**src/sv/dpcf_pkg.sv**
```systemverilog
// ----------------------------------------------------------------------------
// dpcf_pkg
// Shared types, codes, constants and classification helpers of the decay
// product count filter.
// ----------------------------------------------------------------------------
`default_nettype none

package dpcf_pkg;

  // table sizes and counter width defaults
  localparam int DPCF_REQ_ENTRIES    = 8;
  localparam int DPCF_MOTHER_ENTRIES = 8;
  localparam int DPCF_PAIR_ENTRIES   = 8;
  localparam int DPCF_COUNT_BITS     = 8;

  // depth of the queue between front and back
  localparam int QUEUE_DEPTH = 2;

  // item modes as seen on the input port
  localparam logic [2:0] MODE_PARTICLE = 3'd0;
  localparam logic [2:0] MODE_REQUEST  = 3'd1;
  localparam logic [2:0] MODE_MOTHER   = 3'd2;
  localparam logic [2:0] MODE_PAIR     = 3'd3;
  localparam logic [2:0] MODE_CLEAR    = 3'd4;

  // configuration register indexes
  localparam logic [1:0] CFG_FILTER_ENABLE = 2'd0;
  localparam logic [1:0] CFG_EXCLUSIVE     = 2'd1;
  localparam logic [1:0] CFG_MATCHING      = 2'd2;
  localparam logic [1:0] CFG_EQUIV_MASK    = 2'd3;

  // equivalence mask bits
  localparam int EQ_E_MU     = 0;
  localparam int EQ_E_MU_TAU = 1;
  localparam int EQ_NU       = 2;
  localparam int EQ_UDSC     = 3;
  localparam int EQ_UDSCB    = 4;
  localparam int EQ_W_Z      = 5;

  // particle codes used by the equivalences
  localparam logic [31:0] PID_D     = 32'd1;
  localparam logic [31:0] PID_U     = 32'd2;
  localparam logic [31:0] PID_S     = 32'd3;
  localparam logic [31:0] PID_C     = 32'd4;
  localparam logic [31:0] PID_B     = 32'd5;
  localparam logic [31:0] PID_E     = 32'd11;
  localparam logic [31:0] PID_NU_E  = 32'd12;
  localparam logic [31:0] PID_MU    = 32'd13;
  localparam logic [31:0] PID_NU_MU = 32'd14;
  localparam logic [31:0] PID_TAU   = 32'd15;
  localparam logic [31:0] PID_NU_TA = 32'd16;
  localparam logic [31:0] PID_Z     = 32'd23;
  localparam logic [31:0] PID_W     = 32'd24;

  // decoded operation of a queued item
  typedef enum logic [2:0] {
    OP_PARTICLE,
    OP_REQUEST,
    OP_MOTHER,
    OP_PAIR,
    OP_CLEAR
  } op_t;

  // back part sequencer
  typedef enum logic {
    BK_RUN,
    BK_JUDGE
  } back_state_t;

  // configuration registers
  typedef struct packed {
    logic       filter_enable;
    logic       exclusive_mode;
    logic       matching_mode;
    logic [5:0] equivalence_mask;
  } cfg_t;

  // classified item handed from front to back
  typedef struct packed {
    op_t         op;
    logic [31:0] category;
    logic [31:0] mother_raw;
    logic [31:0] mother_mag;
    logic        last;
  } item_t;

  // magnitude of a two's complement code, most negative gives 2^31
  function automatic logic [31:0] magnitude(input logic [31:0] v);
    return v[31] ? (32'd0 - v) : v;
  endfunction

  // category of a code under the enabled equivalences
  function automatic logic [31:0] categorize(input logic [31:0] code,
                                             input logic [5:0]  mask);
    logic [31:0] a;
    logic        udsc;
    a    = magnitude(code);
    udsc = (a == PID_U) || (a == PID_S) || (a == PID_C);
    if (a == PID_MU && (mask[EQ_E_MU] || mask[EQ_E_MU_TAU])) return PID_E;
    if (a == PID_TAU && mask[EQ_E_MU_TAU]) return PID_E;
    if ((a == PID_NU_MU || a == PID_NU_TA) && mask[EQ_NU]) return PID_NU_E;
    if (udsc && mask[EQ_UDSC]) return PID_D;
    if ((udsc || a == PID_B) && mask[EQ_UDSCB]) return PID_D;
    if ((a == PID_Z || a == PID_W) && mask[EQ_W_Z]) return PID_Z;
    return a;
  endfunction

endpackage

`default_nettype wire

```
**src/sv/dpcf_front.sv**
```systemverilog
// ----------------------------------------------------------------------------
// dpcf_front
// Accepts items, decodes the mode and classifies the codes into categories
// and magnitudes before they enter the queue.
// ----------------------------------------------------------------------------
`default_nettype none

module dpcf_front (
  input  wire logic               start,
  output logic                    busy,
  input  wire logic [2:0]         in_mode,
  input  wire logic signed [31:0] in_particle_id,
  input  wire logic signed [31:0] in_mother_id,
  input  wire logic               in_last_in_event,
  input  wire dpcf_pkg::cfg_t     cfg,
  input  wire logic               q_full,
  output logic                    q_push,
  output dpcf_pkg::item_t         q_item
);
  import dpcf_pkg::*;

  logic accept;
  logic mode_ok;

  // accept whenever the queue has room
  assign busy   = q_full;
  assign accept = start && !busy;
  assign q_push = accept && mode_ok;

  // mode decode and classification, unknown modes are dropped here
  always_comb begin
    mode_ok           = 1'b1;
    q_item.op         = OP_PARTICLE;
    q_item.category   = categorize(in_particle_id, cfg.equivalence_mask);
    q_item.mother_raw = in_mother_id;
    q_item.mother_mag = magnitude(in_mother_id);
    q_item.last       = in_last_in_event;
    unique case (in_mode)
      MODE_PARTICLE: q_item.op = OP_PARTICLE;
      MODE_REQUEST:  q_item.op = OP_REQUEST;
      MODE_MOTHER:   q_item.op = OP_MOTHER;
      MODE_PAIR:     q_item.op = OP_PAIR;
      MODE_CLEAR:    q_item.op = OP_CLEAR;
      default:       mode_ok = 1'b0;
    endcase
  end

endmodule

`default_nettype wire

```
**src/sv/dpcf_queue.sv**
```systemverilog
// ----------------------------------------------------------------------------
// dpcf_queue
// Small register queue of classified items between front and back.
// ----------------------------------------------------------------------------
`default_nettype none

module dpcf_queue (
  input  wire logic            clk,
  input  wire logic            rst_n,
  input  wire logic            push,
  input  wire dpcf_pkg::item_t push_item,
  output logic                 full,
  input  wire logic            pop,
  output dpcf_pkg::item_t      pop_item,
  output logic                 empty
);
  import dpcf_pkg::*;

  localparam int AW = (QUEUE_DEPTH > 1) ? $clog2(QUEUE_DEPTH) : 1;
  localparam int CW = $clog2(QUEUE_DEPTH + 1);
  localparam logic [AW-1:0] LAST_SLOT = AW'(QUEUE_DEPTH - 1);
  localparam logic [CW-1:0] FULL_CNT  = CW'(QUEUE_DEPTH);

  item_t         slot_r [QUEUE_DEPTH];
  logic [AW-1:0] wr_ptr_r, wr_ptr_nxt;
  logic [AW-1:0] rd_ptr_r, rd_ptr_nxt;
  logic [CW-1:0] count_r, count_nxt;
  logic          do_push;
  logic          do_pop;

  assign full     = (count_r == FULL_CNT);
  assign empty    = (count_r == '0);
  assign do_push  = push && !full;
  assign do_pop   = pop && !empty;
  assign pop_item = slot_r[rd_ptr_r];

  // pointer and fill count update
  always_comb begin
    wr_ptr_nxt = wr_ptr_r;
    rd_ptr_nxt = rd_ptr_r;
    count_nxt  = count_r;
    if (do_push) begin
      wr_ptr_nxt = (wr_ptr_r == LAST_SLOT) ? '0 : wr_ptr_r + 1'b1;
    end
    if (do_pop) begin
      rd_ptr_nxt = (rd_ptr_r == LAST_SLOT) ? '0 : rd_ptr_r + 1'b1;
    end
    if (do_push && !do_pop) begin
      count_nxt = count_r + 1'b1;
    end else if (do_pop && !do_push) begin
      count_nxt = count_r - 1'b1;
    end
  end

  // control registers
  always_ff @(posedge clk) begin
    if (!rst_n) begin
      wr_ptr_r <= '0;
      rd_ptr_r <= '0;
      count_r  <= '0;
    end else begin
      wr_ptr_r <= wr_ptr_nxt;
      rd_ptr_r <= rd_ptr_nxt;
      count_r  <= count_nxt;
    end
  end

  // item storage
  always_ff @(posedge clk) begin
    if (do_push) begin
      slot_r[wr_ptr_r] <= push_item;
    end
  end

endmodule

`default_nettype wire

```
**src/sv/dpcf_back.sv**
```systemverilog
// ----------------------------------------------------------------------------
// dpcf_back
// Carries out queued items against the request, mother and pair tables,
// keeps the per-event counts and judges the event on its last particle.
// ----------------------------------------------------------------------------
`default_nettype none

module dpcf_back #(
  parameter int REQ_ENTRIES    = dpcf_pkg::DPCF_REQ_ENTRIES,
  parameter int MOTHER_ENTRIES = dpcf_pkg::DPCF_MOTHER_ENTRIES,
  parameter int PAIR_ENTRIES   = dpcf_pkg::DPCF_PAIR_ENTRIES,
  parameter int COUNT_BITS     = dpcf_pkg::DPCF_COUNT_BITS
) (
  input  wire logic            clk,
  input  wire logic            rst_n,
  input  wire dpcf_pkg::cfg_t  cfg,
  input  wire logic            q_empty,
  input  wire dpcf_pkg::item_t q_item,
  output logic                 q_pop,
  output logic                 out_valid,
  output logic                 out_veto,
  output logic [31:0]          out_event_count,
  output logic                 out_table_overflow
);
  import dpcf_pkg::*;

  localparam logic [COUNT_BITS-1:0] COUNT_MAX = '1;

  back_state_t state_r, state_nxt;

  // request table
  logic [31:0]           req_cat_r [REQ_ENTRIES];
  logic [31:0]           req_cat_nxt [REQ_ENTRIES];
  logic [COUNT_BITS-1:0] req_cnt_r [REQ_ENTRIES];
  logic [COUNT_BITS-1:0] req_cnt_nxt [REQ_ENTRIES];
  logic [COUNT_BITS-1:0] obs_cnt_r [REQ_ENTRIES];
  logic [COUNT_BITS-1:0] obs_cnt_nxt [REQ_ENTRIES];
  logic [REQ_ENTRIES-1:0] req_valid_r, req_valid_nxt;
  logic [REQ_ENTRIES-1:0] req_hit, req_free, req_new;

  // mother table
  logic [31:0] mot_raw_r [MOTHER_ENTRIES];
  logic [31:0] mot_raw_nxt [MOTHER_ENTRIES];
  logic [31:0] mot_mag_r [MOTHER_ENTRIES];
  logic [31:0] mot_mag_nxt [MOTHER_ENTRIES];
  logic [MOTHER_ENTRIES-1:0] mot_valid_r, mot_valid_nxt;
  logic [MOTHER_ENTRIES-1:0] mot_hit, mot_allow, mot_free, mot_new;

  // pair table
  logic [31:0] pair_m_r [PAIR_ENTRIES];
  logic [31:0] pair_m_nxt [PAIR_ENTRIES];
  logic [31:0] pair_d_r [PAIR_ENTRIES];
  logic [31:0] pair_d_nxt [PAIR_ENTRIES];
  logic [PAIR_ENTRIES-1:0] pair_valid_r, pair_valid_nxt;
  logic [PAIR_ENTRIES-1:0] pair_pend_r, pair_pend_nxt;
  logic [PAIR_ENTRIES-1:0] pair_hit, pair_free, pair_new;
  logic [PAIR_ENTRIES-1:0] pend_base;

  logic [31:0] event_cnt_r, event_cnt_nxt;
  logic        inside_r, inside_nxt;
  logic        ovf_r, ovf_nxt;
  logic        count_en;
  logic        fail_req;
  logic        fail_pair;
  logic [COUNT_BITS-1:0] obs_base;

  assign q_pop = !q_empty && (state_r == BK_RUN);

  // parallel table lookups
  always_comb begin
    for (int i = 0; i < REQ_ENTRIES; i++) begin
      req_hit[i] = req_valid_r[i] && (req_cat_r[i] == q_item.category);
    end
    for (int i = 0; i < MOTHER_ENTRIES; i++) begin
      mot_hit[i]   = mot_valid_r[i] && (mot_raw_r[i] == q_item.mother_raw);
      mot_allow[i] = mot_valid_r[i] && (mot_mag_r[i] == q_item.mother_mag);
    end
    for (int i = 0; i < PAIR_ENTRIES; i++) begin
      pair_hit[i] = pair_valid_r[i] && (pair_m_r[i] == q_item.mother_mag) &&
                    (pair_d_r[i] == q_item.category);
    end
  end

  // lowest free slot of each table, one-hot
  assign req_free  = ~req_valid_r;
  assign req_new   = req_free & (~req_free + 1'b1);
  assign mot_free  = ~mot_valid_r;
  assign mot_new   = mot_free & (~mot_free + 1'b1);
  assign pair_free = ~pair_valid_r;
  assign pair_new  = pair_free & (~pair_free + 1'b1);

  // particle counts only under an allowed mother or an empty mother table
  assign count_en = !(|mot_valid_r) || (|mot_allow);

  // execute one item
  always_comb begin
    state_nxt      = state_r;
    req_cat_nxt    = req_cat_r;
    req_cnt_nxt    = req_cnt_r;
    obs_cnt_nxt    = obs_cnt_r;
    req_valid_nxt  = req_valid_r;
    mot_raw_nxt    = mot_raw_r;
    mot_mag_nxt    = mot_mag_r;
    mot_valid_nxt  = mot_valid_r;
    pair_m_nxt     = pair_m_r;
    pair_d_nxt     = pair_d_r;
    pair_valid_nxt = pair_valid_r;
    pair_pend_nxt  = pair_pend_r;
    event_cnt_nxt  = event_cnt_r;
    inside_nxt     = inside_r;
    ovf_nxt        = ovf_r;
    obs_base       = '0;
    pend_base      = '0;
    unique case (state_r)
      BK_RUN: begin
        if (q_pop) begin
          case (q_item.op)
            OP_REQUEST: begin
              if (|req_hit) begin
                for (int i = 0; i < REQ_ENTRIES; i++) begin
                  if (req_hit[i] && req_cnt_r[i] != COUNT_MAX) begin
                    req_cnt_nxt[i] = req_cnt_r[i] + 1'b1;
                  end
                end
              end else if (|req_new) begin
                for (int i = 0; i < REQ_ENTRIES; i++) begin
                  if (req_new[i]) begin
                    req_valid_nxt[i] = 1'b1;
                    req_cat_nxt[i]   = q_item.category;
                    req_cnt_nxt[i]   = COUNT_BITS'(1);
                    obs_cnt_nxt[i]   = '0;
                  end
                end
              end else begin
                ovf_nxt = 1'b1;
              end
            end
            OP_MOTHER: begin
              if (!(|mot_hit)) begin
                if (|mot_new) begin
                  for (int i = 0; i < MOTHER_ENTRIES; i++) begin
                    if (mot_new[i]) begin
                      mot_valid_nxt[i] = 1'b1;
                      mot_raw_nxt[i]   = q_item.mother_raw;
                      mot_mag_nxt[i]   = q_item.mother_mag;
                    end
                  end
                end else begin
                  ovf_nxt = 1'b1;
                end
              end
            end
            OP_PAIR: begin
              if (!(|pair_hit)) begin
                if (|pair_new) begin
                  for (int i = 0; i < PAIR_ENTRIES; i++) begin
                    if (pair_new[i]) begin
                      pair_valid_nxt[i] = 1'b1;
                      pair_m_nxt[i]     = q_item.mother_mag;
                      pair_d_nxt[i]     = q_item.category;
                      pair_pend_nxt[i]  = 1'b0;
                    end
                  end
                end else begin
                  ovf_nxt = 1'b1;
                end
              end
            end
            OP_CLEAR: begin
              req_valid_nxt  = '0;
              mot_valid_nxt  = '0;
              pair_valid_nxt = '0;
              pair_pend_nxt  = '0;
            end
            default: begin
              // particle: first enabled particle opens the event
              if (cfg.filter_enable) begin
                inside_nxt = 1'b1;
                pend_base  = inside_r ? pair_pend_r
                                      : (pair_valid_r & {PAIR_ENTRIES{cfg.matching_mode}});
                for (int i = 0; i < REQ_ENTRIES; i++) begin
                  obs_base       = inside_r ? obs_cnt_r[i] : '0;
                  obs_cnt_nxt[i] = obs_base;
                  if (count_en && req_hit[i] && obs_base != COUNT_MAX) begin
                    obs_cnt_nxt[i] = obs_base + 1'b1;
                  end
                end
                pair_pend_nxt = cfg.matching_mode ? (pend_base & ~pair_hit) : pend_base;
              end
              if (q_item.last) begin
                inside_nxt = 1'b0;
                state_nxt  = BK_JUDGE;
              end
            end
          endcase
        end
      end
      BK_JUDGE: begin
        if (cfg.filter_enable) begin
          event_cnt_nxt = event_cnt_r + 32'd1;
        end
        state_nxt = BK_RUN;
      end
      default: state_nxt = BK_RUN;
    endcase
  end

  // event judgment from the settled counts
  always_comb begin
    fail_req = 1'b0;
    for (int i = 0; i < REQ_ENTRIES; i++) begin
      if (req_valid_r[i] && ((obs_cnt_r[i] < req_cnt_r[i]) ||
          (cfg.exclusive_mode && obs_cnt_r[i] > req_cnt_r[i]))) begin
        fail_req = 1'b1;
      end
    end
    fail_pair = cfg.matching_mode && (|(pair_valid_r & pair_pend_r));
  end

  // result shown for the single judgment cycle
  assign out_valid          = (state_r == BK_JUDGE);
  assign out_veto           = out_valid && cfg.filter_enable && (fail_req || fail_pair);
  assign out_event_count    = (out_valid && cfg.filter_enable) ? event_cnt_r + 32'd1
                                                               : event_cnt_r;
  assign out_table_overflow = ovf_r;

  // state machine
  always_ff @(posedge clk) begin
    if (!rst_n) begin
      state_r <= BK_RUN;
    end else begin
      state_r <= state_nxt;
    end
  end

  // control state
  always_ff @(posedge clk) begin
    if (!rst_n) begin
      req_valid_r  <= '0;
      mot_valid_r  <= '0;
      pair_valid_r <= '0;
      pair_pend_r  <= '0;
      event_cnt_r  <= '0;
      inside_r     <= 1'b0;
      ovf_r        <= 1'b0;
    end else begin
      req_valid_r  <= req_valid_nxt;
      mot_valid_r  <= mot_valid_nxt;
      pair_valid_r <= pair_valid_nxt;
      pair_pend_r  <= pair_pend_nxt;
      event_cnt_r  <= event_cnt_nxt;
      inside_r     <= inside_nxt;
      ovf_r        <= ovf_nxt;
    end
  end

  // table contents, read only where valid
  always_ff @(posedge clk) begin
    req_cat_r <= req_cat_nxt;
    req_cnt_r <= req_cnt_nxt;
    obs_cnt_r <= obs_cnt_nxt;
    mot_raw_r <= mot_raw_nxt;
    mot_mag_r <= mot_mag_nxt;
    pair_m_r  <= pair_m_nxt;
    pair_d_r  <= pair_d_nxt;
  end

endmodule

`default_nettype wire

```
**src/sv/decay_product_count_filter_top.sv**
```systemverilog
// ----------------------------------------------------------------------------
// decay_product_count_filter_top
// Decay product count filter: classifies particles, counts them per requested
// category and gives a veto at the end of each event.
// ----------------------------------------------------------------------------
// The last particle of an event is registered in the queue, then executed by
// the back, which moves to its judgment state and shows the result strobe.
// Throughput: the back executes one queued item per cycle while the queue is
// not empty, but pops nothing in the judgment state after a last-in-event
// item. busy is high while the two-entry queue is full. Results cannot be
// stalled by the receiver. Reset: synchronous, clears configuration, table
// valid bits, the event counter and the queue; there is no clearing pass.
`default_nettype none

module decay_product_count_filter_top #(
  parameter int REQ_ENTRIES    = dpcf_pkg::DPCF_REQ_ENTRIES,
  parameter int MOTHER_ENTRIES = dpcf_pkg::DPCF_MOTHER_ENTRIES,
  parameter int PAIR_ENTRIES   = dpcf_pkg::DPCF_PAIR_ENTRIES,
  parameter int COUNT_BITS     = dpcf_pkg::DPCF_COUNT_BITS
) (
  input  wire logic               clk,
  input  wire logic               rst_n,
  // configuration port
  input  wire logic               cfg_we,
  input  wire logic [1:0]         cfg_index,
  input  wire logic [5:0]         cfg_data,
  // input items
  input  wire logic               start,
  output logic                    busy,
  input  wire logic [2:0]         in_mode,
  input  wire logic signed [31:0] in_particle_id,
  input  wire logic signed [31:0] in_mother_id,
  input  wire logic               in_last_in_event,
  // results
  output logic                    out_valid,
  output logic                    out_veto,
  output logic [31:0]             out_event_count,
  output logic                    out_table_overflow
);
  import dpcf_pkg::*;

  cfg_t  cfg_r, cfg_nxt;
  item_t push_item;
  item_t pop_item;
  logic  q_push;
  logic  q_full;
  logic  q_pop;
  logic  q_empty;

  // configuration register writes
  always_comb begin
    cfg_nxt = cfg_r;
    if (cfg_we) begin
      unique case (cfg_index)
        CFG_FILTER_ENABLE: cfg_nxt.filter_enable    = cfg_data[0];
        CFG_EXCLUSIVE:     cfg_nxt.exclusive_mode   = cfg_data[0];
        CFG_MATCHING:      cfg_nxt.matching_mode    = cfg_data[0];
        CFG_EQUIV_MASK:    cfg_nxt.equivalence_mask = cfg_data;
        default:           cfg_nxt = cfg_r;
      endcase
    end
  end

  always_ff @(posedge clk) begin
    if (!rst_n) begin
      cfg_r <= '0;
    end else begin
      cfg_r <= cfg_nxt;
    end
  end

  // front: accept and classify
  dpcf_front u_front (
    .start            (start),
    .busy             (busy),
    .in_mode          (in_mode),
    .in_particle_id   (in_particle_id),
    .in_mother_id     (in_mother_id),
    .in_last_in_event (in_last_in_event),
    .cfg              (cfg_r),
    .q_full           (q_full),
    .q_push           (q_push),
    .q_item           (push_item)
  );

  // queue between front and back
  dpcf_queue u_queue (
    .clk       (clk),
    .rst_n     (rst_n),
    .push      (q_push),
    .push_item (push_item),
    .full      (q_full),
    .pop       (q_pop),
    .pop_item  (pop_item),
    .empty     (q_empty)
  );

  // back: tables, counts and judgment
  dpcf_back #(
    .REQ_ENTRIES    (REQ_ENTRIES),
    .MOTHER_ENTRIES (MOTHER_ENTRIES),
    .PAIR_ENTRIES   (PAIR_ENTRIES),
    .COUNT_BITS     (COUNT_BITS)
  ) u_back (
    .clk                (clk),
    .rst_n              (rst_n),
    .cfg                (cfg_r),
    .q_empty            (q_empty),
    .q_item             (pop_item),
    .q_pop              (q_pop),
    .out_valid          (out_valid),
    .out_veto           (out_veto),
    .out_event_count    (out_event_count),
    .out_table_overflow (out_table_overflow)
  );

endmodule

`default_nettype wire

```
**config.mk**
```make
export PLATFORM = sky130hd
export DESIGN_NAME = decay_product_count_filter_top
export DESIGN_NICKNAME = d
export VERILOG_FILES = /design/src/sv/dpcf_pkg.sv /design/src/sv/dpcf_front.sv /design/src/sv/dpcf_queue.sv /design/src/sv/dpcf_back.sv /design/src/sv/decay_product_count_filter_top.sv
export SDC_FILE = /design/constraint.sdc
export NUM_CORES = 2
export LEC_CHECK = 0
export BUFFER_PORTS_ARGS = -buffer_cell sky130_fd_sc_hd__buf_4
export CAP_MARGIN = 15
export CELL_PAD_IN_SITES_DETAIL_PLACEMENT = 2
export CELL_PAD_IN_SITES_GLOBAL_PLACEMENT = 2
export CORE_ASPECT_RATIO = 0.9
export CORE_MARGIN = 10
export CORE_UTILIZATION = 50
export CTS_CLUSTER_DIAMETER = 200
export DETAILED_ROUTE_END_ITERATION = 7
export PLACE_DENSITY_LB_ADDON = 0.1
export SLEW_MARGIN = 30
export SYNTH_ARGS = -nofsm -noshare
export SYNTH_HDL_FRONTEND = slang
export SYNTH_SLANG_ARGS = --single-unit
```
**constraint.sdc**
```tcl
create_clock -name clk -period 14.6 [get_ports clk]
set_clock_uncertainty 0.05 [all_clocks]
set_input_delay 2.92 -clock clk [delete_from_list [all_inputs] [get_ports clk]]
set_output_delay 2.92 -clock clk [all_outputs]
set_load 0.005 [all_outputs]
```
Yosys cells after proc, flatten, opt, wreduce, memory -nomap -nowiden
Memories as Yosys holds them, arrays and structs flattened. A register that Yosys moved wholly into a read port is not among the register bits.
Cells that the tools add are included.
{ "classes": {"n_addsub": 26, "magnitude_cmp": 16, "eq_ne": 119, "muxes": 161, "n_bitwise": 20, "reduce_logical": 229} }
{ "op_table": {"columns": ["operator", "n"], "rows": [
  ["$eq A32 B32 Y1", 40],
  ["$mux W32", 16],
  ["$mux W8", 51],
  ["$reduce_and A6 Y1", 56],
  ["$mux W64", 5],
  ["$add A8 B1 Y8 const B", 19],
  ["$ne A8 B8 Y1 const B", 16],
  ["$pmux W64 S2", 1],
  ["$reduce_and A7 Y1", 16],
  ["$eq A32 B4 Y1 const B", 3],
  ["$eq A32 B5 Y1 const B", 3],
  ["$logic_and A1 B1 Y1", 96],
  ["$mux W1", 79],
  ["$reduce_or A8 Y1", 9],
  ["$eq A32 B2 Y1 const B", 2],
  ["$eq A32 B3 Y1 const B", 2],
  ["$gt A8 B8 Y1", 8],
  ["$lt A8 B8 Y1", 8],
  ["$sub A1 B32 Y32 const A", 2],
  ["$not A8 Y8", 7],
  ["$ne A2 B1 Y1 const B", 27],
  ["$and A8 B8 Y8", 6],
  ["$pmux W8 S2", 3],
  ["$add A32 B1 Y32 const B", 1],
  ["28 further kinds", 95]
]} }
{ "word_totals": {"regBits": 1488, "ram_bits": 200, "output_inout_bits": 36, "word_cells": 671, "n_memories": 1} }
{ "memory_table": {"columns": ["name", "depth", "word_bits", "read_ports", "rd_ports_with_merged_regs", "write_ports", "line", "source"], "rows": [
  ["u_queue.slot_r", 2, 100, 1, 1, 1, "dpcf_queue.sv:24", "item_t slot_r [QUEUE_DEPTH];"]
]} }

Logic depth before layout (Yosys ltp)
{ "depth": {"word_depth": 26, "mapped_depth": 19, "depth_no_buf": 12} }

Modules after synthesis
From an unflattened synthesis, not the netlist that was laid out.
{ "unflattened": {"cells_unflattened": 5491, "hier_area_um2": 76898.8} }
{ "by_module_without_submodules": {"columns": ["mod", "n_inst", "cells_per_inst", "area_each_um2", "seq_area_each_um2"], "rows": [
  ["dpcf_back", 1, 4777, 66702.7, 43621.8],
  ["dpcf_queue", 1, 336, 7445.9, 6105.9],
  ["dpcf_front", 1, 339, 2376.0, 0.0],
  ["decay_product_count_filter_top", 1, 39, 374.1, 180.2]
]} }

Least setup slack after synthesis
No wires, ideal clock.
{ "synth_timing": {"path_kind": "reg2reg", "startpoint": "register (tool-made name)", "endpoint": "register u_back.mot_mag_r[192] (netlist name) (enable)", "setup_ns": 0.574, "arrival_ns": 7.443, "t_required_ns": 13.976, "slack_ns": 6.532, "stages_incl_launch_ff": 13, "n_path_buf": 4, "period_less_slack_ns": 8.068, "cell_sequence": "dfxtp_1 > buf_6 > buf_6 > buf_12 > mux2i_2 > xor2_1 > and4_1 > nand4_1 > o22ai_1 > or4_1 > or3_1 > clkbuf_1 > nor3b_1"} }
{ "synth_lines": {"columns": ["item", "line", "source"], "rows": [
  ["to (signal assigned)", "dpcf_back.sv:263", "mot_mag_r <= mot_mag_nxt;"],
  ["to (decl)", "dpcf_back.sv:44", "logic [31:0] mot_mag_r [MOTHER_ENTRIES];"]
]} }

Worst setup path in the final report
{ "layout_timing": {"startpoint": "register u_back.state_r, in the netlist u_back.out_valid", "endpoint": "output out_event_count[31]"} }
{ "layout_via": {"elab_chain_len": 2} }
{ "layout_rtl": {"columns": ["item", "line", "source"], "rows": [
  ["from (decl)", "dpcf_back.sv:29", "back_state_t state_r, state_nxt;"],
  ["from (signal assigned)", "dpcf_back.sv:232", "state_r <= state_nxt;"],
  ["$logic_and A1 B1 Y1", "dpcf_back.sv:223", "assign out_event_count = (out_valid && cfg.filter_enable) ? event_cnt_r + 32'd1"],
  ["$mux W32", "dpcf_back.sv:223", null],
  ["to (decl)", "decay_product_count_filter_top.sv:37", "output logic [31:0] out_event_count,"]
]} }
No other way between the ends.

==> impl.org <==
** Drt
- For this block, the initial DRC count from the detailed router was 10.5k.
- Via Count :: 59.4k
- Routed wire per std cell :: 46.9 um
- Detailed Routing Iterations Pass 1 :: 8
- # DRC :: 0
- Post-detailed-route count of antenna-violating nets :: 0
- Via/cell ratio :: 7.36
- Detailed Route WL :: 379000 um

** Power and ir drop
- Power per cell area :: 174 nW/um^2
- Leakage power :: 27.3 nW
- The worst-case IR drop observed on VDD is 0.000154 V.

** Logic synthesis
- Number of flip-flops and latches in the synthesized netlist :: 1679
- For this run, the register share of the synthesized area comes to 64.1%.
- Yosys mapped a number of flops with a built-in enable equal to 1598.
- Async set-reset flop share out of synthesis :: 0%
- In the synthesized netlist, the number of instances is 5557.
- Avg Synthesized Cell Area :: 13.9 sq um
- Counting distinct cell types in the post-synthesis netlist gives 77.
- Syn_nets :: 5721
- Top FF cell, synth :: sky130_fd_sc_hd__edfxtp_1
- Number of warning messages in the yosys log :: 0
- Synth Cell Area :: 77300 sq um

** Clock tree
- Worst skew pair latency :: 910 ps
- Clock-pin slew was measured on the worst setup and hold paths at 60 ps.
- CTS saw 1679 sinks.
- H-tree depth reported by CTS :: 4
- Number of cells upsized or downsized after cts :: 0
- Post-CTS timing repair inserted 0 buffers for setup.
- Clock buffers created by TritonCTS :: 175
- The clock passes through at most 3 buffers.
- TritonCTS built the clock tree.
- The number of hold buffers added after CTS was 0.
- Root Driver :: sky130_fd_sc_hd__clkbuf_16

** Timing
- Setup violations remaining at the end of the flow were counted as 0.
- Min Tclk post-route :: 7200 ps
- Measured against its own limit, the worst slew margin works out to 22.4%.
- Least-Margin Pin Slew :: 1150 ps
- RSZ-0062 raised after global routing :: no
- The total count of hold-check failures in the final report was 0.
- Fraction of the cycle the final worst path needs :: 49.3%
- The number of pins with negative max-slew slack in the final report was 0.
- Setup total negative slack on the finished layout was measured at 0 ps.
- Fmax :: 139 MHz

** Worst setup path
- STA puts the critical path data required time at 11630 ps.
- Maximum fanout along the worst path :: 5
- Worst path max stage delay :: 740 ps
- The critical path starts at u_back.out_valid.
- Traced cell by cell, the critical path runs through nand2_1 -> nor2_1 -> nand2_1 -> nor3_1 -> nand2_1 -> nor4_1 -> xor2_1 -> buf_4.
- Cell occurring most often along the worst timing path :: sky130_fd_sc_hd__nand2_1
- Slowest stage cell on the critical path :: sky130_fd_sc_hd__dfxtp_1
- Critical setup path kind :: flip-flop to output port
- Worst setup SP type :: flip-flop
- Endpoint arrival time on the critical path :: 4230 ps
- Worst setup EP type :: output port

** Finish
- Final Non-Filler Cells :: 8070
- Filler cell count in the final layout :: 13.6k
- Layout overhead on the synthesized area :: 13.4%
- Final #Nets :: 6030
- Summing all multi-input logic gate instances after layout gives 26700 sq um.
- Fraction of final layout cells with drive strength greater than 1 :: 11.9%
- FF/Latch Area :: 49600 sq um
- Leaving out fill and tap cells, the most frequent cells in the layout are sky130_fd_sc_hd__edfxtp_1 (1598), sky130_fd_sc_hd__xnor2_1 (1332), sky130_fd_sc_hd__nor4_1 (455).
- The library cell used most frequently in the layout, excluding fill and tap cells, is sky130_fd_sc_hd__edfxtp_1.

** Placement
- At the end of routability-driven placement, the weighted congestion stood at 0.932.
- The wire-length estimate of the detail-placed layout is 212000 um.
- Post-Place Cells :: 7684
- Buffers placed on the I/O ports in this run total 115.

** Global routing
- Entering global routing, the biggest net connects 69 pins.
- The number of global-route vias before repair came to 60.3k.
- Global-route congestion overflow total :: 0
- Global routing used 41.6% of the available tracks across all layers.
- The initial antenna violation count is 54.
- The first global-routing pass estimated 497000 um of wire.

** Worst hold path
- Class of the tightest hold or removal check :: flip-flop to flip-flop
- The startpoint identified for the worst hold timing path is u_queue.count_r[1].

** Floorplan
- Standard-cell rows :: 136
- Initial Utilization :: 50.5%
- Boundary Pins :: 116
- The die covers 171000 sq um.
- Die Span Y :: 393 um
- Core region area :: 153000 sq um
- Die boundary width :: 435 um

** Outcome
- Run status :: finished clean

** Run
- Across the run, the number of max-cap violations was 0.
==> cells by family (layout without fill, tap and decap cells) <==
group | after synthesis | in the layout | synth area share (%)
flip-flops | 1679 | 1679 | 64.1
AND/OR/NAND/NOR | 1550 | 1550 | 11.2
XOR/XNOR | 1393 | 1393 | 15.8
AO/OA/AOI/OAI | 372 | 372 | 3.05
buffers and inverters | 359 | 811 | 2.17
multiplexers | 120 | 120 | 2.30
adder cells (fa/ha/maj) | 84 | 84 | 1.36
other | 0 | 60 | 0
==> cells in the mapped netlist, types with 15 or more instances <==
library cell,n,area (sq um)
sky130_fd_sc_hd__nand4_1,172,1080
sky130_fd_sc_hd__o21ai_0,114,571
sky130_fd_sc_hd__o22ai_1,20,125
sky130_fd_sc_hd__and4_1,15,131
sky130_fd_sc_hd__edfxtp_1,1598,48000
sky130_fd_sc_hd__buf_2,56,280
sky130_fd_sc_hd__nor4_1,458,2870
sky130_fd_sc_hd__nand3_1,149,746
sky130_fd_sc_hd__nor2_1,172,646
sky130_fd_sc_hd__clkbuf_1,55,206
sky130_fd_sc_hd__xnor2_1,1333,11700
sky130_fd_sc_hd__or3_1,31,194
sky130_fd_sc_hd__nor3_1,120,601
sky130_fd_sc_hd__nand2b_1,28,175
sky130_fd_sc_hd__or4_1,23,173
sky130_fd_sc_hd__a21oi_1,82,410
sky130_fd_sc_hd__mux2i_4,34,766
sky130_fd_sc_hd__mux2i_1,43,430
sky130_fd_sc_hd__nand2_1,184,691
sky130_fd_sc_hd__and3_1,53,332
sky130_fd_sc_hd__inv_1,188,706
sky130_fd_sc_hd__and2_1,61,382
sky130_fd_sc_hd__xor2_1,60,526
sky130_fd_sc_hd__o31ai_1,23,173
sky130_fd_sc_hd__nor2b_1,40,250
sky130_fd_sc_hd__buf_4,39,293
sky130_fd_sc_hd__ha_1,84,1050
sky130_fd_sc_hd__dfxtp_1,81,1620
sky130_fd_sc_hd__mux2i_2,40,551
==> path summary, 6_finish.rpt <==
path	end	slack [ps]	cells past startpoint
worst max register to register	u_back.req_cat_r[84]	7620	15
worst min register to register	u_queue.count_r[1]	480	2
worst max-delay path	out_event_count[31]	7400	8
worst min-delay path	u_queue.count_r[1]	480	2
==> where the power goes <==
part           switching [mW]  internal [mW]  leakage [nW]
registers               0.172           5.70          15.0
logic                    3.46           1.09          9.61
clock network            2.28           2.57          2.75
total                    5.92           9.36          27.3
==> critical path, delay by kind of cell, from the launching register on <==
| kind | cells | cell delay (ps) |
|---|---|---|
| and+or+nand+nor | 6 | 2280 |
| buffers and inverters | 1 | 140 |
| DFF | 1 | 740 |
| xor gates and xnor gates | 1 | 220 |
==> metal layers <==
metal / wire (um) / GRT usage [%] / vias to the layer above
met5: 156 / 0 / -
met4: 31800 / 26.8 / 18
met3: 53300 / 14.6 / 1835
met2: 165000 / 62.3 / 5937
met1: 129000 / 51.2 / 30200
li1: - / - / 21400
==> final cells by class <==
type	count	share of cell area, %
Clock buffer	231	5.34
Sequential cell	1679	56.6
Clock inverter	89	1.07
Timing Repair Buffer	303	2.75
Antenna cell	60	0.171
Multi-Input combinational cell	3519	30.4
Inverter	188	0.806
Tap cell	2001	2.85
==> flip-flops by register name, summed over array words and instances, names as in the netlist, 2 cells and up, named ones only <==
name	flops
u_back.pair_m_r	256
u_back.mot_valid_r	8
u_back.mot_mag_r	256
u_back.req_cnt_r	64
u_back.req_cat_r	256
cfg_r	9
u_queue.count_r	2
u_back.obs_cnt_r	64
u_back.req_valid_r	8
u_back.pair_d_r	256
u_back.pair_pend_r	8
u_back.mot_raw_r	248
u_queue.slot_r	198
u_back.event_cnt_r	32
u_back.pair_valid_r	8
==> stage by stage <==
step                area (sq um)  power (mW)  utilization (%)  setup slack, ps  hold WS, ps
floorplan                  77300        7.95                -             6530          416
finish                     87700        15.3             57.3             7400          483
global placement           81600        9.70             53.3             7580          453
detailed placement         81700        9.94             53.4             7720          471
CTS                        87300        14.7             57.0             7430          492
global route               87600        15.3             57.2             6990          512
Note: power is estimated with default switching activity, not from simulation.
